==> src/rtl/gpioirq_pkg.sv <==
// Shared types and constants for the GPIO controller with event interrupts.
package gpioirq_pkg;

    // Default build configuration.
    localparam int PinCountDefault      = 16;
    localparam int HasOutputLevelDefault = 1;

    // Operation carried by an input beat.
    typedef enum logic [1:0] {
        OP_READ   = 2'd0,
        OP_WRITE  = 2'd1,
        OP_SAMPLE = 2'd2
    } op_t;

    // Word register selected by address bits [3:1] of the byte bank.
    typedef enum logic [2:0] {
        REG_DIRECTION = 3'd0,
        REG_PIN_LEVEL = 3'd1,
        REG_STATUS    = 3'd2,
        REG_EV_MODE   = 3'd3,
        REG_EV_POL    = 3'd4,
        REG_IRQ_EN    = 3'd5,
        REG_NMI_EN    = 3'd6,
        REG_OUT_LEVEL = 3'd7
    } reg_idx_t;

    // One input item as held in the input register.
    typedef struct packed {
        logic [1:0]  operation;
        logic [3:0]  address;
        logic [7:0]  write_data;
        logic [15:0] pin_levels;
    } cmd_t;

    // One result item as produced by the register bank.
    typedef struct packed {
        logic [7:0]  read_data;
        logic [15:0] pin_drive;
        logic [15:0] pin_drive_enable;
        logic        irq_out;
        logic        nmi_out;
    } result_t;

endpackage

==> src/rtl/gpioirq_regs.sv <==
// Register bank, event latching and interrupt outputs of the GPIO controller.
module gpioirq_regs #(
    parameter int PIN_COUNT            = gpioirq_pkg::PinCountDefault,
    parameter int HAS_OUTPUT_LEVEL_REG = gpioirq_pkg::HasOutputLevelDefault
) (
    input  logic                 aclk,
    input  logic                 aresetn,
    input  logic                 apply,
    input  gpioirq_pkg::cmd_t    cmd,
    output gpioirq_pkg::result_t result
);

    localparam logic [15:0] PinMask =
        (PIN_COUNT >= 16) ? 16'hFFFF : 16'((32'd1 << PIN_COUNT) - 32'd1);

    logic [15:0] dir_reg, dir_next;
    logic [15:0] outlvl_reg, outlvl_next;
    logic [15:0] status_reg, status_next;
    logic [15:0] mode_reg, mode_next;
    logic [15:0] pol_reg, pol_next;
    logic [15:0] irqen_reg, irqen_next;
    logic [15:0] nmien_reg, nmien_next;
    logic [15:0] prev_reg, prev_next;

    gpioirq_pkg::op_t      op;
    gpioirq_pkg::reg_idx_t idx;
    logic [15:0] wmask;
    logic [15:0] wword;
    logic [15:0] rd_word;
    logic [15:0] rise;
    logic [15:0] fall;
    logic [15:0] edge_ev;
    logic [15:0] lvl_ev;
    logic [15:0] ev;

    // Decode the beat and work out the next register values.
    always_comb begin
        op    = gpioirq_pkg::op_t'(cmd.operation);
        idx   = gpioirq_pkg::reg_idx_t'(cmd.address[3:1]);
        wmask = (cmd.address[0] ? 16'hFF00 : 16'h00FF) & PinMask;
        wword = {cmd.write_data, cmd.write_data};

        rise    = ~prev_reg & cmd.pin_levels;
        fall    = prev_reg & ~cmd.pin_levels;
        edge_ev = (pol_reg & rise) | (~pol_reg & fall);
        lvl_ev  = (pol_reg & cmd.pin_levels) | (~pol_reg & ~cmd.pin_levels);
        ev      = (mode_reg & edge_ev) | (~mode_reg & lvl_ev);

        dir_next    = dir_reg;
        outlvl_next = outlvl_reg;
        status_next = status_reg;
        mode_next   = mode_reg;
        pol_next    = pol_reg;
        irqen_next  = irqen_reg;
        nmien_next  = nmien_reg;
        prev_next   = prev_reg;
        rd_word     = 16'h0000;

        unique case (op)
            gpioirq_pkg::OP_READ: begin
                // Stored bits above the pin count are always zero.
                unique case (idx)
                    gpioirq_pkg::REG_DIRECTION: rd_word = dir_reg;
                    gpioirq_pkg::REG_PIN_LEVEL: rd_word = prev_reg;
                    gpioirq_pkg::REG_STATUS:    rd_word = status_reg;
                    gpioirq_pkg::REG_EV_MODE:   rd_word = mode_reg | ~PinMask;
                    gpioirq_pkg::REG_EV_POL:    rd_word = pol_reg;
                    gpioirq_pkg::REG_IRQ_EN:    rd_word = irqen_reg;
                    gpioirq_pkg::REG_NMI_EN:    rd_word = nmien_reg;
                    gpioirq_pkg::REG_OUT_LEVEL:
                        rd_word = (HAS_OUTPUT_LEVEL_REG != 0) ? outlvl_reg : 16'h0000;
                endcase
            end
            gpioirq_pkg::OP_WRITE: begin
                unique case (idx)
                    gpioirq_pkg::REG_DIRECTION:
                        dir_next = (dir_reg & ~wmask) | (wword & wmask);
                    gpioirq_pkg::REG_PIN_LEVEL:
                        outlvl_next = (outlvl_reg & ~wmask) | (wword & wmask);
                    gpioirq_pkg::REG_STATUS:
                        status_next = status_reg & ~(wword & wmask);
                    gpioirq_pkg::REG_EV_MODE:
                        mode_next = (mode_reg & ~wmask) | (wword & wmask);
                    gpioirq_pkg::REG_EV_POL:
                        pol_next = (pol_reg & ~wmask) | (wword & wmask);
                    gpioirq_pkg::REG_IRQ_EN:
                        irqen_next = (irqen_reg & ~wmask) | (wword & wmask);
                    gpioirq_pkg::REG_NMI_EN:
                        nmien_next = (nmien_reg & ~wmask) | (wword & wmask);
                    gpioirq_pkg::REG_OUT_LEVEL: begin
                        if (HAS_OUTPUT_LEVEL_REG != 0) begin
                            outlvl_next = (outlvl_reg & ~wmask) | (wword & wmask);
                        end
                    end
                endcase
            end
            gpioirq_pkg::OP_SAMPLE: begin
                status_next = status_reg | (ev & PinMask);
                prev_next   = cmd.pin_levels & PinMask;
            end
            default: begin
            end
        endcase
    end

    // Result of the beat reflects the state after it is applied.
    always_comb begin
        result.read_data        = cmd.address[0] ? rd_word[15:8] : rd_word[7:0];
        result.pin_drive        = outlvl_next;
        result.pin_drive_enable = dir_next;
        result.irq_out          = |(status_next & irqen_next);
        result.nmi_out          = |(status_next & nmien_next);
    end

    // State registers advance once per applied beat.
    always_ff @(posedge aclk) begin
        if (!aresetn) begin
            dir_reg    <= 16'h0000;
            outlvl_reg <= 16'h0000;
            status_reg <= 16'h0000;
            mode_reg   <= 16'h0000;
            pol_reg    <= 16'h0000;
            irqen_reg  <= 16'h0000;
            nmien_reg  <= 16'h0000;
            prev_reg   <= 16'h0000;
        end else if (apply) begin
            dir_reg    <= dir_next;
            outlvl_reg <= outlvl_next;
            status_reg <= status_next;
            mode_reg   <= mode_next;
            pol_reg    <= pol_next;
            irqen_reg  <= irqen_next;
            nmien_reg  <= nmien_next;
            prev_reg   <= prev_next;
        end
    end

`ifndef NO_ASSERTIONS
    // A read leaves direction, output level, status, mode, polarity and pin level registers untouched.
    a_read_no_side_effect: assert property (@(posedge aclk) disable iff (!aresetn)
        (apply && cmd.operation == gpioirq_pkg::OP_READ) |=>
            ($stable(dir_reg) && $stable(outlvl_reg) && $stable(status_reg) &&
             $stable(mode_reg) && $stable(pol_reg) && $stable(prev_reg)))
        else $error("register read changed state");

    // A register write can only clear status bits, never set them.
    a_write_only_clears: assert property (@(posedge aclk) disable iff (!aresetn)
        (apply && cmd.operation == gpioirq_pkg::OP_WRITE) |=>
            ((status_reg & ~$past(status_reg)) == 16'h0000))
        else $error("register write set a status bit");

    // Bits above the implemented pin count never hold a one.
    a_unimpl_clear: assert property (@(posedge aclk) disable iff (!aresetn)
        ((status_reg | dir_reg | outlvl_reg | prev_reg) & ~PinMask) == 16'h0000)
        else $error("unimplemented pin bit set");
`endif

endmodule

==> src/rtl/gpioirq_out_stage.sv <==
// Result register and output handshake of the GPIO controller.
module gpioirq_out_stage (
    input  logic                 aclk,
    input  logic                 aresetn,
    input  logic                 load,
    input  gpioirq_pkg::result_t result,
    output logic                 can_load,
    output logic                 m_valid,
    input  logic                 m_ready,
    output logic [7:0]           m_read_data,
    output logic [15:0]          m_pin_drive,
    output logic [15:0]          m_pin_drive_enable,
    output logic                 m_irq_out,
    output logic                 m_nmi_out
);

    logic                 valid_reg, valid_next;
    gpioirq_pkg::result_t data_reg;

    // The register takes a new result when it is empty or being drained.
    always_comb begin
        can_load = !valid_reg || m_ready;
        if (load) begin
            valid_next = 1'b1;
        end else if (m_ready) begin
            valid_next = 1'b0;
        end else begin
            valid_next = valid_reg;
        end
    end

    always_ff @(posedge aclk) begin
        if (!aresetn) begin
            valid_reg <= 1'b0;
        end else begin
            valid_reg <= valid_next;
        end
    end

    always_ff @(posedge aclk) begin
        if (load) begin
            data_reg <= result;
        end
    end

    assign m_valid            = valid_reg;
    assign m_read_data        = data_reg.read_data;
    assign m_pin_drive        = data_reg.pin_drive;
    assign m_pin_drive_enable = data_reg.pin_drive_enable;
    assign m_irq_out          = data_reg.irq_out;
    assign m_nmi_out          = data_reg.nmi_out;

endmodule

==> src/rtl/gpio_controller_with_event_irq.sv <==
// Top level of the GPIO controller with edge and level event interrupts.
//
// Input channel (s_valid/s_ready): each beat is a register read, a register
// write or a pin sample tick, selected by s_operation. The byte-wide bank has
// sixteen offsets; even offsets address pins 0-7, odd offsets pins 8-15.
// Result channel (m_valid/m_ready): exactly one beat per input beat, in order.
// It carries the byte read (zero for writes and ticks), the pin drive levels
// and enables, and the IRQ and NMI lines, all as they stand after the item.
// A beat accepted on the input channel enters the input register; its result
// is loaded into the result register once that register is empty or draining,
// and m_valid then rises. Throughput is one beat per cycle while m_ready is
// high, set by the single pass from the input register through the register
// bank into the result register.
// Reset (aresetn low, synchronous) clears the bank and valid registers: all pins
// inputs, level mode with low polarity, no status, no enables, both channels empty.
// When the receiver stalls, the result register holds its beat, the input
// register holds one more, and s_ready drops until m_ready returns.
module gpio_controller_with_event_irq #(
    parameter int PIN_COUNT            = gpioirq_pkg::PinCountDefault,
    parameter int HAS_OUTPUT_LEVEL_REG = gpioirq_pkg::HasOutputLevelDefault
) (
    input  logic        aclk,
    input  logic        aresetn,
    input  logic        s_valid,
    output logic        s_ready,
    input  logic [1:0]  s_operation,
    input  logic [3:0]  s_address,
    input  logic [7:0]  s_write_data,
    input  logic [15:0] s_pin_levels,
    output logic        m_valid,
    input  logic        m_ready,
    output logic [7:0]  m_read_data,
    output logic [15:0] m_pin_drive,
    output logic [15:0] m_pin_drive_enable,
    output logic        m_irq_out,
    output logic        m_nmi_out
);

    gpioirq_pkg::cmd_t    in_reg;
    logic                 in_valid_reg, in_valid_next;
    logic                 can_load;
    logic                 advance;
    logic                 s_accept;
    gpioirq_pkg::result_t result;

    // Input register: refilled when empty or when its beat moves on.
    always_comb begin
        advance  = in_valid_reg && can_load;
        s_ready  = !in_valid_reg || can_load;
        s_accept = s_valid && s_ready;
        if (s_accept) begin
            in_valid_next = 1'b1;
        end else if (advance) begin
            in_valid_next = 1'b0;
        end else begin
            in_valid_next = in_valid_reg;
        end
    end

    always_ff @(posedge aclk) begin
        if (!aresetn) begin
            in_valid_reg <= 1'b0;
        end else begin
            in_valid_reg <= in_valid_next;
        end
    end

    always_ff @(posedge aclk) begin
        if (s_accept) begin
            in_reg.operation  <= s_operation;
            in_reg.address    <= s_address;
            in_reg.write_data <= s_write_data;
            in_reg.pin_levels <= s_pin_levels;
        end
    end

    gpioirq_regs #(
        .PIN_COUNT           (PIN_COUNT),
        .HAS_OUTPUT_LEVEL_REG(HAS_OUTPUT_LEVEL_REG)
    ) u_regs (
        .aclk   (aclk),
        .aresetn(aresetn),
        .apply  (advance),
        .cmd    (in_reg),
        .result (result)
    );

    gpioirq_out_stage u_out (
        .aclk              (aclk),
        .aresetn           (aresetn),
        .load              (advance),
        .result            (result),
        .can_load          (can_load),
        .m_valid           (m_valid),
        .m_ready           (m_ready),
        .m_read_data       (m_read_data),
        .m_pin_drive       (m_pin_drive),
        .m_pin_drive_enable(m_pin_drive_enable),
        .m_irq_out         (m_irq_out),
        .m_nmi_out         (m_nmi_out)
    );

`ifndef NO_ASSERTIONS
    // A beat waiting in the input register is neither lost nor altered.
    a_in_hold: assert property (@(posedge aclk) disable iff (!aresetn)
        (in_valid_reg && !can_load) |=> (in_valid_reg && $stable(in_reg)))
        else $error("input register beat lost while stalled");

    // Writes and sample ticks return a zero read byte.
    a_nonread_zero: assert property (@(posedge aclk) disable iff (!aresetn)
        (advance && in_reg.operation != gpioirq_pkg::OP_READ) |=> (m_read_data == 8'h00))
        else $error("nonzero read byte on a write or tick");

    // A result beat is only ever loaded into an empty or draining register.
    a_no_overwrite: assert property (@(posedge aclk) disable iff (!aresetn)
        (m_valid && !m_ready) |-> !advance)
        else $error("result register overwritten while stalled");
`endif

endmodule
==> config.mk <==
export PLATFORM = sky130hd
export DESIGN_NAME = gpio_controller_with_event_irq
export DESIGN_NICKNAME = d
export VERILOG_FILES = /design/src/rtl/gpioirq_pkg.sv /design/src/rtl/gpioirq_regs.sv /design/src/rtl/gpioirq_out_stage.sv /design/src/rtl/gpio_controller_with_event_irq.sv
export SDC_FILE = /design/constraint.sdc
export NUM_CORES = 1
export LEC_CHECK = 0
export ABC_AREA = 1
export BUFFER_PORTS_ARGS = -buffer_cell sky130_fd_sc_hd__buf_2
export CORE_UTILIZATION = 36
export CTS_BUF_LIST = sky130_fd_sc_hd__clkbuf_4 sky130_fd_sc_hd__clkbuf_8
export CTS_CLUSTER_SIZE = 24
export DETAILED_ROUTE_END_ITERATION = 10
export PLACE_DENSITY = 0.5
export SLEW_MARGIN = 20
export SYNTH_ARGS = -nofsm -noshare
export SYNTH_HDL_FRONTEND = slang
export SYNTH_SLANG_ARGS = --single-unit
export TNS_END_PERCENT = 5
==> constraint.sdc <==
create_clock -name aclk -period 7.7 [get_ports aclk]
set_input_delay 0.385 -clock aclk [delete_from_list [all_inputs] [get_ports aclk]]
set_output_delay 0.385 -clock aclk [all_outputs]
set_load 0.01 [all_outputs]
Word level (Yosys, flattened, before mapping)
Index checks and enable logic that the tools add are counted.
{"block": "op_classes", "addsub": 0, "multipliers": 0, "div_mod_pow": 0, "magnitude_cmp": 0, "eq_ne": 9, "shifts": 0, "n_mux": 18, "bitwise_logic": 34, "reduce_logical": 16}
{"operator": "AND 16 bit", "n": 18}
{"operator": "two-way mux 16 bit", "n": 11}
{"operator": "OR 16 bit", "n": 10}
{"operator": "case mux 16 bit (8 select lines)", "n": 1}
{"operator": "NOT 16 bit", "n": 6}
{"operator": "case mux 16 bit (2 select lines)", "n": 1}
{"operator": "OR reduction 16 bit", "n": 2}
{"operator": "equality test 3 bit (second input constant)", "n": 4}
{"operator": "two-way mux 8 bit", "n": 1}
{"operator": "equality test 3 x 2 -> 1 bit (second input constant)", "n": 2}
{"operator": "AND reduction 3 bit", "n": 2}
{"operator": "two-way mux 1 bit", "n": 4}
{"operator": "nonzero test 2 bit", "n": 2}
{"operator": "equality test 3 x 1 -> 1 bit (second input constant)", "n": 1}
{"operator": "logical NOT 3 bit", "n": 1}
{"operator": "equality test 2 x 1 -> 1 bit (second input constant)", "n": 1}
{"operator": "equality test 2 bit (second input constant)", "n": 1}
{"operator": "logical AND 1 bit", "n": 2}
{"operator": "logical NOT 1 bit", "n": 2}
{"operator": "logical NOT 2 bit", "n": 1}
{"operator": "logical OR 1 bit", "n": 2}
{"operator": "AND reduction 2 bit", "n": 1}
{"operator": "OR reduction 2 bit", "n": 1}
{"block": "totals", "reg_bits": 202, "latch_bits": 0, "ram_bits": 0, "romBits": 0, "input_bits": 34, "out_inout_bits": 44, "elab_cells": 96, "n_memories": 0}

Depth between registers and ports, before layout
{"block": "depth", "word_depth": 10, "mapped_depth": 14}

By module
From an unflattened synthesis, not the netlist that was laid out.
{"block": "hier_totals", "hier_cells": 1299, "area_unflattened_um2": 10038.4}
{"mod": "gpioirq_regs", "n_inst": 1, "cells_each": 1212, "area_each_um2": 7771.2}
{"mod": "gpioirq_out_stage", "n_inst": 1, "cells_each": 48, "area_each_um2": 1307.5}
{"mod": "gpio_controller_with_event_irq", "n_inst": 1, "cells_each": 39, "area_each_um2": 959.7}

Worst setup path before layout
Ideal clock, no wire load.
{"block": "synth_timing", "kind": "input -> register", "startpoint": "in m_ready", "endpoint": "reg u_out.data_reg, in the netlist u_out.m_irq_out (enable)", "t_arrival_ps": 2115, "path_slack_ps": 5162, "path_stages": 5, "n_path_buf": 1, "cell_sequence": "inv_1 -> nand2_1 -> nand2_1 -> inv_1 -> clkbuf_1"}
{"block": "synth_between", "elab_chain_cells": 2}
{"element": "from (decl)", "line": "gpio_controller_with_event_irq.sv:31", "rtl": "input logic m_ready,"}
{"element": "logical OR 1 bit", "line": "gpioirq_out_stage.sv:22", "rtl": "can_load = !valid_reg || m_ready;"}
{"element": "logical AND 1 bit", "line": "gpio_controller_with_event_irq.sv:48", "rtl": "advance = in_valid_reg && can_load;"}
{"element": "via advance", "line": "gpio_controller_with_event_irq.sv:42", "rtl": "logic advance;"}
{"element": "to (signal assigned)", "line": "gpioirq_out_stage.sv:42", "rtl": "data_reg <= result;"}
{"element": "to (decl)", "line": "gpioirq_out_stage.sv:18", "rtl": "gpioirq_pkg::result_t data_reg;"}
The timed path passes the listed nets, and every way through them passes these cells.
A chain may end at the register's enable or synchronous reset.

Final worst setup path
{"block": "layout_timing", "startpoint": "reg u_out.valid_reg, in the netlist u_out.m_valid", "endpoint": "reg u_regs.prev_reg[2]"}
{"block": "layout_between", "elab_chain_cells": 4}
{"element": "from (decl)", "line": "gpioirq_out_stage.sv:17", "rtl": "logic valid_reg, valid_next;"}
{"element": "from (signal assigned)", "line": "gpioirq_out_stage.sv:36", "rtl": "valid_reg <= valid_next;"}
{"element": "logical NOT 1 bit", "line": "gpioirq_out_stage.sv:22"}
{"element": "logical OR 1 bit", "line": "gpioirq_out_stage.sv:22"}
{"element": "logical AND 1 bit", "line": "gpio_controller_with_event_irq.sv:48"}
{"element": "AND reduction 2 bit (no line)"}
{"element": "to (signal assigned)", "line": "gpioirq_regs.sv:134", "rtl": "prev_reg <= prev_next;"}
{"element": "to (decl)", "line": "gpioirq_regs.sv:23", "rtl": "logic [15:0] prev_reg, prev_next;"}
No other way between the ends.

==> run_results.csv <==
group,metric,value,unit
outcome,outcome,"complete, but fails checks",
outcome,failed_checks,"design-rule violations",
sta,totalNegativeSetupSlack,0,ns
drt,routed.top_layer,"met4",
place,buffer_ports.inserted,77,
place,detailedPlacementHpwl,22.9,mm
place,routabilityCongestion,0.872,
drt,first_iter_violations,895,
logic_synthesis,async_flop_share,0,%
pwr,peakVddDrop,0.133,mV
worst_hold_path,min-delay-path-class,"input pin to flop",
sta,timing.final.max_slew_violations,0,
drt,detailroute.via_count,9008,
logic_synthesis,synth_largest_type_area_fraction,26.8,%
sta,setup_viol,0,
global_routing,global_route.usage.total,24.0,%
pwr,cellLeakagePower,4.82,nW
logic_synthesis,postSynthAreaPerCell,7.82,sq um
logic_synthesis,synth_edf_count,72,
logic_synthesis,synth_top_area_cell,"dfxtp_1",
cts,clockBufferDepth,3,
sta,slew-limit-headroom,26.5,%
global_routing,grt_pass1_wl,49.8,mm
floorplanning,dieArea,27600,sq um
pwr,pwr_density_cell,233,nW/um^2
drt,routed_met1_length,14.5,mm
logic_synthesis,mappedNetlistNets,1278,
floorplanning,io-pin-count,78,
critical_path,critPathRequiredTime,8.10,ns
sta,hold_viol,0,
drt,drt-vias-per-instance,5.34,
finish,layout_commonest_cell,"nand2_1",
sta,post-route-worst-setup-slack,4.95,ns
floorplanning,die_h,166,um
job,cap_violations,0,
logic_synthesis,synth.top_cells.by_area,"dfxtp_1, edfxtp_1, nand2_1",
cts,tritoncts,"done",
logic_synthesis,synthFlopType,"dfxtp_1",
drt,antenna_left,0,
finish,antennaDiodeCount,0,
logic_synthesis,yosys_warnings,0,
finish,instances_no_fill,1687,
logic_synthesis,synth_seq_cells,202,
cts,total_clock_buffers_created_by_cts,38,
finish,final_core_util,43.2,%
global_routing,grt_start_max_net_pins,78,
cts,cts.repair_timing.setup_buffer_count,0,
drt,postRouteWirelength,33.3,mm
floorplanning,floorplan.initialDensity,36.9,%
finish,layout_cell_share_with_drive_strength_beyond_1,13.1,%
global_routing,via_count_of_the_first_global_routing_pass,8186,
global_routing,number_of_antenna_violations_at_the_first_check_in_global_routing,0,
sta,timing.fmax,364,MHz
drt,wl_cell,19.8,um
critical_path,end_kind,"flop",
sta,post-route-period-util,35.7,%
cts,root_buffer,"clkbuf_8",
drt,drcViolationCount,10,
logic_synthesis,post_synth_inst_count,1241,
cts,clk-insertion-delay-late,0.57,ns
global_routing,grt-ovfl-total,0,
finish,finalNetCount,1359,
logic_synthesis,synth_sequential_area_ratio,49.1,%
critical_path,crit_path_max_fanout,53,
critical_path,worst_ep_arrival_time,3.15,ns
logic_synthesis,netlist_area,9710,sq um
cts,worst_setup_hold_path_clk_slew,0.06,ns
cts,cts_resized,0,
place,place.detailed.instances,1589,
pwr,fin_total_pwr,2.65,mW
finish,flow.area_growth_from_synthesis,17.1,%
finish,commonest_cells_after_routing_fill_and_taps_aside,"nand2_1, inv_1, nor2_1, dfxtp_1, a21oi_1",
sta,grt_setup_unrepaired,"false",
floorplanning,floorplan.rows,59,
cts,clock-sinks,202,
drt,dr.pass1.iters,8,
place,pre_cts_ws,4.68,ns
floorplanning,coreArea,26300,sq um
sta,tmin_final,2.75,ns
cts,clock_tree.htree_level_count,2,
sta,worst_clock_skew,0.0336,ns
drt,detailroute.wirelength.met3,2.60,mm
critical_path,setup.worst_path.class,"flop to flop",
sta,tightestPinTransition,1.10,ns
logic_synthesis,distinct_cell_type_count_after_synthesis,34,
floorplanning,fp.dieW,166,um
critical_path,worstSetupStartpointType,"flop",
drt,wl_met2,14.9,mm
==> metrics by stage <==
| stage | hold slack [ns] | area [sq um] |
|---|---|---|
| global route | 0.00675 | 11400 |
| finish | 0.0221 | 11400 |
| global placement | 0.473 | 10300 |
| CTS | 0.0000817 | 11300 |
| floorplan | 0.457 | 9710 |
| detailed placement | 0.478 | 10300 |
==> per-layer routing <==
layer	vias to the layer above	GRT usage [%]
met1	4166	31.8
met4	0	10.8
met5	-	0
met3	91	4.69
li1	4352	-
met2	399	37.9
==> power breakdown <==
group	switching, mW	internal, mW
logic	0.202	0.0909
clock network	0.487	0.664
registers	0.0337	1.17
total	0.723	1.92
==> worst paths after layout <==
| kind | start | endpoint | depth (start not counted) | slack (ns) |
|---|---|---|---|---|
| setup / recovery | u_out.m_valid$_SDFFE_PN0P_ | u_regs.prev_reg[2]$_SDFFE_PN0P_ | 7 | 4.95 |
| setup reg to reg | u_out.m_valid$_SDFFE_PN0P_ | u_regs.prev_reg[2]$_SDFFE_PN0P_ | 7 | 4.95 |
| hold reg to reg | u_regs.nmien_reg[12]$_SDFFE_PN0P_ | u_regs.nmien_reg[12]$_SDFFE_PN0P_ | 2 | 0.49 |
| hold / removal | s_address[3] | in_reg[27]$_DFFE_PP_ | 1 | 0.02 |
==> worst max-delay path: stages, from the launching register on <==
cell     delay, ns
dfxtp_1       0.31
nand2_1       0.12
nand2_4       0.14
inv_2         0.07
buf_4         0.55
nand2_1       0.86
o21ai_0       0.44
a21oi_1       0.07
==> cell type report <==
type | count | area (sq um)
Clock buffer | 54 | 668
Clock inverter | 16 | 156
Fill cell | 2695 | 14900
Inverter | 187 | 704
Multi-Input combinational cell | 777 | 3900
Sequential cell | 202 | 4760
Tap cell | 335 | 419
Timing Repair Buffer | 116 | 748
==> synthesized netlist by cell type, types with 5 or more instances <==
library cell,n
o22ai_1,69
clkbuf_1,40
edfxtp_1,72
a211oi_1,32
inv_1,178
a22oi_1,38
a21oi_1,127
inv_2,5
nand3_1,29
o21ai_1,9
nor3_1,6
nor2_1,131
o211ai_1,6
buf_2,19
o2111ai_1,10
nand2_2,8
o21ai_0,92
buf_1,9
nand2_1,202
dfxtp_1,130
==> what timing repair did <==
action,4_1_cts,5_1_grt
hold buffers,24,4
hold endpoints to repair,24,4
setup endpoints to repair,0,0
==> kinds of logic after synthesis <==
| kind of cell | after synthesis | synth area share (%) |
|---|---|---|
| DFF | 202 | 49.1 |
| AOI/OAI and AO/OA | 384 | 23.1 |
| buffers and inverters | 262 | 10.8 |
| and+or+nand+nor | 390 | 16.6 |
| adders and majority gates | 3 | 0.387 |
Note: power is estimated with default switching activity, not from simulation.
